`config.mk`:
```
export PLATFORM = sky130hd
export DESIGN_NAME = crc32_reflected_seeded
export DESIGN_NICKNAME = d
export VERILOG_FILES = /design/src/sv/crcrs_pkg.sv /design/src/sv/crc32_reflected_seeded.sv /design/src/sv/crcrs_in_stage.sv /design/src/sv/crcrs_engine.sv
export SDC_FILE = /design/constraint.sdc
export NUM_CORES = 1
export LEC_CHECK = 0
export BUFFER_PORTS_ARGS = -buffer_cell sky130_fd_sc_hd__buf_2
export CORE_MARGIN = 1
export CORE_UTILIZATION = 66
export CTS_BUF_LIST = sky130_fd_sc_hd__clkbuf_4
export CTS_CLUSTER_SIZE = 12
export DETAILED_ROUTE_END_ITERATION = 10
export MAX_ROUTING_LAYER = met4
export PLACE_DENSITY = 0.95
export SYNTH_ARGS = -nofsm -noshare
export SYNTH_HDL_FRONTEND = slang
export SYNTH_SLANG_ARGS = --single-unit
```
`constraint.sdc`:
```
create_clock -name i_clk -period 8.8 [get_ports i_clk]
set_input_delay 0.44 -clock i_clk [delete_from_list [all_inputs] [get_ports i_clk]]
set_output_delay 0.44 -clock i_clk [all_outputs]
set_load 0.005 [all_outputs]
```
`src/sv/crcrs_pkg.sv`:
```
// shared types, constants and the byte lookup table for the seeded crc-32 block
package crcrs_pkg;

    // reflected form of generator polynomial 0x04C11DB7
    localparam logic [31:0] POLY_REFLECTED = 32'hEDB8_8320;
    // palette mode uses group positions below this value
    localparam logic [2:0] PALETTE_USED = 3'd2;

    // one accepted input transaction
    typedef struct packed {
        logic [7:0]  data_byte;
        logic [31:0] seed;
        logic        first;
        logic        last;
        logic        mode;
    } t_item;

    // handshake between the input register and the update stage
    typedef struct packed {
        logic valid;
    } t_stage_ctl;

    // one table entry, worked out bit by bit; over an 8-bit index this is the
    // fixed 256-entry lookup as plain logic
    function automatic logic [31:0] f_lut_entry(input logic [7:0] idx);
        logic [31:0] val;
        val = {24'd0, idx};
        for (int k = 0; k < 8; k++) begin
            if (val[0]) begin
                val = (val >> 1) ^ POLY_REFLECTED;
            end else begin
                val = val >> 1;
            end
        end
        return val;
    endfunction

endpackage

```
`src/sv/crc32_reflected_seeded.sv`:
```
// top level of the seeded reflected crc-32 byte stream block
//
//  channel | signals                                         | direction
//  --------+-------------------------------------------------+----------
//  input   | i_valid, o_stall, i_data_byte, i_seed, i_first,  | in
//          | i_last, i_mode                                  |
//  result  | o_valid, i_stall, o_checksum                    | out
//
// one byte per cycle sustained unless a last byte waits on a held result; a byte is
// taken into the input register, and from there a single table lookup and xor
// update the crc state. a checksum is registered in the result register as its last
// byte leaves the input register. synchronous active-low reset clears the crc,
// seed, phase and mode state and both valid flags. while a result is held
// under stall, bytes without last keep flowing; a last byte waits.
module crc32_reflected_seeded (
    input  logic        i_clk,
    input  logic        i_rst_n,
    input  logic        i_valid,
    output logic        o_stall,
    input  logic [7:0]  i_data_byte,
    input  logic [31:0] i_seed,
    input  logic        i_first,
    input  logic        i_last,
    input  logic        i_mode,
    output logic        o_valid,
    input  logic        i_stall,
    output logic [31:0] o_checksum
);

    crcrs_pkg::t_item      in_item;
    crcrs_pkg::t_item      s1_item;
    crcrs_pkg::t_stage_ctl s1_ctl;
    logic                  s1_go;

    // gather the input transaction
    assign in_item.data_byte = i_data_byte;
    assign in_item.seed      = i_seed;
    assign in_item.first     = i_first;
    assign in_item.last      = i_last;
    assign in_item.mode      = i_mode;

    crcrs_in_stage u_in_stage (
        .i_clk   (i_clk),
        .i_rst_n (i_rst_n),
        .i_valid (i_valid),
        .o_stall (o_stall),
        .i_item  (in_item),
        .i_go    (s1_go),
        .o_ctl   (s1_ctl),
        .o_item  (s1_item)
    );

    crcrs_engine u_engine (
        .i_clk      (i_clk),
        .i_rst_n    (i_rst_n),
        .i_ctl      (s1_ctl),
        .i_item     (s1_item),
        .i_stall    (i_stall),
        .o_go       (s1_go),
        .o_valid    (o_valid),
        .o_checksum (o_checksum)
    );

endmodule

```
`src/sv/crcrs_in_stage.sv`:
```
// input register stage: holds one transaction until the update stage takes it
module crcrs_in_stage (
    input  logic                 i_clk,
    input  logic                 i_rst_n,
    input  logic                 i_valid,
    output logic                 o_stall,
    input  crcrs_pkg::t_item     i_item,
    input  logic                 i_go,
    output crcrs_pkg::t_stage_ctl o_ctl,
    output crcrs_pkg::t_item     o_item
);

    logic             r_valid;
    logic             n_valid;
    crcrs_pkg::t_item r_item;
    logic             take;

    // room when empty or when the held transaction moves on this cycle
    assign o_stall = r_valid && !i_go;
    assign take    = i_valid && !o_stall;

    always_comb begin
        n_valid = r_valid;
        if (take) begin
            n_valid = 1'b1;
        end else if (i_go) begin
            n_valid = 1'b0;
        end
    end

    // valid flag
    always_ff @(posedge i_clk) begin
        if (!i_rst_n) begin
            r_valid <= 1'b0;
        end else begin
            r_valid <= n_valid;
        end
    end

    // payload
    always_ff @(posedge i_clk) begin
        if (take) begin
            r_item <= i_item;
        end
    end

    assign o_ctl.valid = r_valid;
    assign o_item      = r_item;

endmodule

```
`src/sv/crcrs_engine.sv`:
```
// crc state, one-byte table update and result register
module crcrs_engine (
    input  logic                  i_clk,
    input  logic                  i_rst_n,
    input  crcrs_pkg::t_stage_ctl i_ctl,
    input  crcrs_pkg::t_item      i_item,
    input  logic                  i_stall,
    output logic                  o_go,
    output logic                  o_valid,
    output logic [31:0]           o_checksum
);

    logic [31:0] r_crc;
    logic [31:0] r_seed;
    logic [2:0]  r_phase;
    logic        r_mode;
    logic        r_out_valid;
    logic [31:0] r_out_checksum;

    logic [31:0] base_crc;
    logic [31:0] base_seed;
    logic [2:0]  base_phase;
    logic        base_mode;
    logic        use_byte;
    logic [7:0]  lut_idx;
    logic [31:0] upd_crc;
    logic [31:0] n_crc;
    logic        out_free;

    // a transaction without last never needs the result register
    assign out_free = !r_out_valid || !i_stall;
    assign o_go     = i_ctl.valid && (!i_item.last || out_free);

    // start of message loads seed and mode
    assign base_crc   = i_item.first ? i_item.seed : r_crc;
    assign base_seed  = i_item.first ? i_item.seed : r_seed;
    assign base_mode  = i_item.first ? i_item.mode : r_mode;
    assign base_phase = i_item.first ? 3'd0 : r_phase;

    // palette mode skips group positions two through seven
    assign use_byte = !base_mode || (base_phase < crcrs_pkg::PALETTE_USED);
    assign lut_idx  = base_crc[7:0] ^ i_item.data_byte;
    assign upd_crc  = (base_crc >> 8) ^ crcrs_pkg::f_lut_entry(lut_idx);
    assign n_crc    = use_byte ? upd_crc : base_crc;

    // running state
    always_ff @(posedge i_clk) begin
        if (!i_rst_n) begin
            r_crc   <= '0;
            r_seed  <= '0;
            r_phase <= '0;
            r_mode  <= 1'b0;
        end else if (o_go) begin
            r_crc   <= n_crc;
            r_seed  <= base_seed;
            r_phase <= base_phase + 3'd1;
            r_mode  <= base_mode;
        end
    end

    // result valid
    always_ff @(posedge i_clk) begin
        if (!i_rst_n) begin
            r_out_valid <= 1'b0;
        end else if (o_go && i_item.last) begin
            r_out_valid <= 1'b1;
        end else if (!i_stall) begin
            r_out_valid <= 1'b0;
        end
    end

    // result payload
    always_ff @(posedge i_clk) begin
        if (o_go && i_item.last) begin
            r_out_checksum <= n_crc ^ base_seed;
        end
    end

    assign o_valid    = r_out_valid;
    assign o_checksum = r_out_checksum;

endmodule

```
* Word-level counts from Yosys, hierarchy flattened *
Cells that the tools add are included.

word-level totals
  bits in registers = 145
  input bits = 47
  output and inout bits = 34
  word-level logic and storage cells = 57

cells by class
  add/subtract/negate cells = 1
  magnitude comparators = 1
  equality and inequality tests = 1
  multiplexer cells = 17
  bitwise logic cells = 11
  reductions and logical operators = 14

operators by type and width
  operator             number
  $mux 32              11
  $not 13->14          7
  $xor 24x32->32       1
  $xor 32x32->32       1
  $not 1->14           1
  $xor 8x8->8          1
  $logic_not 1->1      6
  $mux 1               5
  $logic_and 1x1->1    4
  $add 3x1->3 const B  1
  $logic_or 1x1->1     3
  $lt 3x2->1 const B   1
  $mux 3               1
  $ne 2x1->1 const B   1
  $reduce_bool 2->1    1

* Depth between registers and ports, before layout *
  depth in word-level cells = 21
  mapped depth = 10
  mapped depth without buffers = 7

* Modules after synthesis *
From an unflattened synthesis, not the netlist that was laid out.

second synthesis, totals
  cell total of the unflattened synthesis = 632
  area total of the unflattened synthesis = 7013.0 µm²

by module, submodules not included
  module          times used  cells each  area an instance (µm²)  sequential area each (µm²)
  crcrs_engine    1           585         5674.2                  2342.2
  crcrs_in_stage  1           47          1338.8                  1311.3

* Least setup slack after synthesis *
Ideal clock, no wire load.

  path kind = in2reg
  from = input port i_stall
  to = register u_in_stage.r_item (netlist bit u_in_stage.o_item[0]) (enable)
  library setup time = 0.449 ns
  arrival time = 2.538 ns
  required time = 8.351 ns
  setup slack = 5.813 ns
  cell stages on the path = 3
  cell sequence = nand2_1 > nor2_1 > nor2b_1

on the way
  cells in the longest elaborated chain, start to end = 8

ends and longest elaborated chain
  item                  RTL line                      source
  from (decl)           crc32_reflected_seeded.sv:26  input logic i_stall,
  $logic_not 1->1       crcrs_engine.sv:31            assign out_free = !r_out_valid || !i_stall;
  $logic_or 1x1->1      crcrs_engine.sv:31
  $logic_or 1x1->1      crcrs_engine.sv:32            assign o_go = i_ctl.valid && (!i_item.last || out_free);
  $logic_and 1x1->1     crcrs_engine.sv:32
  $logic_not 1->1       crcrs_in_stage.sv:19          assign o_stall = r_valid && !i_go;
  $logic_and 1x1->1     crcrs_in_stage.sv:19
  via o_stall           crc32_reflected_seeded.sv:19  output logic o_stall,
  $logic_not 1->1       crcrs_in_stage.sv:20          assign take = i_valid && !o_stall;
  $logic_and 1x1->1     crcrs_in_stage.sv:20
  to (signal assigned)  crcrs_in_stage.sv:43          r_item <= i_item;
  to (decl)             crcrs_in_stage.sv:15          crcrs_pkg::t_item r_item;

The timed path passes the listed nets, and every way through them passes these cells.
A chain may end at the register's enable or synchronous reset.

* Final worst setup path *
  from = register u_in_stage.r_item (netlist bit u_in_stage.o_item[2])
  to = register u_engine.r_out_checksum[22], in the netlist u_engine.o_checksum[22] (data pin)

on the way
  cells in the longest elaborated chain, start to end = 17

ends and longest elaborated chain
  item                   RTL line            source
  $mux 32                crcrs_engine.sv:35  assign base_crc = i_item.first ? i_item.seed : r_crc;
  $xor 8x8->8            crcrs_engine.sv:42  assign lut_idx = base_crc[7:0] ^ i_item.data_byte;
  $mux 32 (2 in a row)   crcrs_pkg.sv:29     if (val[0]) begin
  $not 13->14 (no line)  -
  $mux 32                crcrs_pkg.sv:29
  $not 13->14 (no line)  -
  $mux 32 (2 in a row)   crcrs_pkg.sv:29
  $not 13->14 (no line)  -
  $mux 32                crcrs_pkg.sv:29
  $not 13->14 (no line)  -
  $mux 32 (2 in a row)   crcrs_pkg.sv:29
  $xor 24x32->32         crcrs_engine.sv:43  assign upd_crc = (base_crc >> 8) ^ crcrs_pkg::f_lut_entry(lut_idx);
  $mux 32                crcrs_engine.sv:44  assign n_crc = use_byte ? upd_crc : base_crc;
  $xor 32x32->32 (*)     crcrs_engine.sv:75  r_out_checksum <= n_crc ^ base_seed;
  to (signal assigned)   crcrs_engine.sv:75
  to (decl)              crcrs_engine.sv:18  logic [31:0] r_out_checksum;

Mark *: on every way between the ends. The rest lies on a longest branch, timed or not.

==> flow_metrics.tcl <==
set metrics [dict create \
    status "completed" \
    syn2layout_area_growth_pct 8.99 \
    synth_area_leaders "edfxtp_1 30%, dfxtp_1 18%, mux2i_1 7.5%" \
    die_w_um 109 \
    antenna_found_initial 0 \
    fin_util_pct 74.9 \
    worst_pin_slew_ns 1.38 \
    yosys_warnings 0 \
    cp-end-kind "register" \
    hold_viol 0 \
    nNetsFinal 799 \
    groute.usage.overall_pct 31.4 \
    crit_arrival_ns 4.23 \
    cts_resized 0 \
    synth_edf_count 75 \
    rsz0062_at_grt "false" \
    post_cts_buffers 0 \
    place_ws_ns 4.89 \
    startpoint "u_in_stage.o_item[2]$_DFFE_PP_" \
    cp.required_ns 9.07 \
    clk_pin_slew_worst_paths_ns 0.11 \
    ys_ff_latch 145 \
    ys_seq_area_share_pct 48.2 \
    multiInputGateArea_sq_um 3770 \
    cts.hold.buffers_added 0 \
    start_util_pct 68.8 \
    synthFlopType "edfxtp_1" \
    io_buffers 80 \
    drt_pass1_iterations 7 \
    grt_pass1_wl_um 26800 \
    avgSynthCellArea_sq_um 11.1 \
    p_leak_uw 0.00342 \
    fmaxAchievable_mhz 253 \
    relSlewSlack_pct 7.97 \
    min_from "i_seed[27]" \
    cp_max_fo 52 \
    yosys.area.top_type "edfxtp_1" \
    synth_top_area_share_pct 29.7 \
    critPathLaunchType "register" \
    crit_type "reg -> reg" \
    maxCapViolations 0 \
    ant_nets 0 \
    synth.net_count 732 \
    insertion_delay_ns 0.55 \
    nFillCells 753 \
    overflow 0 \
    vias_per_cell 5.88 \
    post-route-min-period_ns 3.96 \
    final-seq-area_sq_um 3650 \
    final.setup.worst_slack_ns 4.84 \
    clock_path_buffers 2 \
    wl_per_cell_um 18.8 \
    core_sq_um 11000 \
    r2r-start "u_in_stage.o_item[2]$_DFFE_PP_" \
    grt_max_degree 69 \
    ir_drop_uv 164 \
    min_path_type "in -> reg" \
    yosysUniqueCellTypes 40 \
    fin_setup_tns_ns 0 \
    finalSetupViolations 0 \
    cts-buffers-inserted 17 \
    clock-sinks 145 \
    dieArea_sq_um 11900 \
    clockRootBuffer "clkbuf_4" \
    postSynth.asyncResetShare_pct 0 \
    antenna_cells 0 \
    layout.cells.non_filler 904 \
    whs_ns 0.0535 \
    vias 5312 \
    ios 81 \
    detail_route.iter0.violations 322 \
    die_h_um 109 \
    drive_gt1_share_pct 19.2 \
    dpl.hpwl_um 11700 \
    wirelength_um 17000 \
    drc 0 \
    grt_pass1_vias 5343 \
    cts_tree "built" \
    rows 38 \
    syn_area_sq_um 7580 \
    finClkSkew_ns 0.0167 \
    placedCellCount 872 \
    power_density_nw_per_um2 233 \
    fin_crit_sh_pct 45.0 \
    gp_congestion 0.917 \
    finalMaxSlewViolations 0 \
    synthCells 684 \
    htree_num_levels 4 \
]
[power breakdown]
part	internal [uW]	total, uW	leakage (uW)	switching [uW]
logic	346	734	0.00199	388
registers	793	837	0.00129	43.8
clock network	144	355	0.000140	211
[final cells by class]
type,instances,area share [%]
repair buffers,85,5.30
clock buffers,28,2.54
inverters,1,0.0454
multi-input cells,501,45.6
clock inverters,4,0.212
well taps,140,2.12
flip-flops and latches,145,44.2
[Yosys cell counts (12+ instances only)]
cell type,count
a21oi_1,65
clkbuf_1,30
dfxtp_1,70
edfxtp_1,75
mux2i_1,57
nand2_1,124
nor2_1,41
nor3_1,12
o21ai_0,13
o21ai_1,13
xnor2_1,51
xnor3_1,14
xor2_1,52
[stage by stage]
stage	total power [uW]	instance area, sq um
detailed placement	1570	8040
floorplan	1420	7580
finish	1930	8270
global route	2020	8270
global placement	1530	8040
CTS	1930	8270
[cells in the final DEF (no fill, tap or decap), types with 3 or more instances in the layout]
cell type  count
nand2b_1       3
o21ai_0       13
buf_2         80
mux2i_4        5
a211oi_1       8
clkbuf_4      28
buf_4          5
dfxtp_1       70
a21oi_1       65
xnor2_2        6
xnor2_1       51
o21ai_1       13
mux2i_2        3
xor2_1        52
xnor2_4        9
edfxtp_1      75
mux2i_1       57
nand2_1      124
xnor3_1       14
nor2_1        41
nor3_1        12
[kinds of logic after synthesis]
group,share of synthesized area [%]
AND/OR/NAND/NOR,10.2
adder cells (fa/ha/maj),0.165
flip-flops,48.2
XOR/XNOR,22.0
buffers and inverters,2.24
AO/OA/AOI/OAI,7.69
multiplexers,9.55
[per-layer routing]
layer  global-route usage (%)  routed length (um)  part of all wire [%]  vias up
li1                         -                   -                     -     2482
met1                     36.4                6690                    39     2555
met2                     52.3                8750                    51      219
met3                     7.65                1070                   6.3       56
met4                     13.0                 501                   2.9        0
met5                        -                   0                     0        -
[critical path: stages (launching register included)]
cell and delay, ns:
edfxtp_1 0.35, buf_4 0.53, buf_4 0.71, mux2i_4 0.48, xnor2_4 0.27, xnor3_2 0.58, xnor2_2 0.29, mux2i_1 0.15
xor2_1 0.21, o21ai_1 0.09
[final timing paths]
| kind | end | slack (ns) | cells after the start |
|---|---|---|---|
| min reg2reg | u_engine.r_seed[11]$_SDFFE_PN0P_ | 0.47 | 2 |
| min | u_in_stage.o_item[30]$_DFFE_PP_ | 0.05 | 1 |
| max | u_engine.o_checksum[22]$_DFFE_PP_ | 4.84 | 9 |
| max reg2reg | u_engine.o_checksum[22]$_DFFE_PP_ | 4.84 | 9 |
[flip-flops by register name, indices dropped and copies added, names as in the netlist]
register and cells:
u_engine.o_valid 1, u_engine.r_phase 3, u_engine.r_mode 1, u_in_stage.o_ctl 1, u_engine.r_seed 32, u_engine.r_crc 32
u_in_stage.o_item 43, u_engine.o_checksum 32
Note: power is estimated with default switching activity, not from simulation.
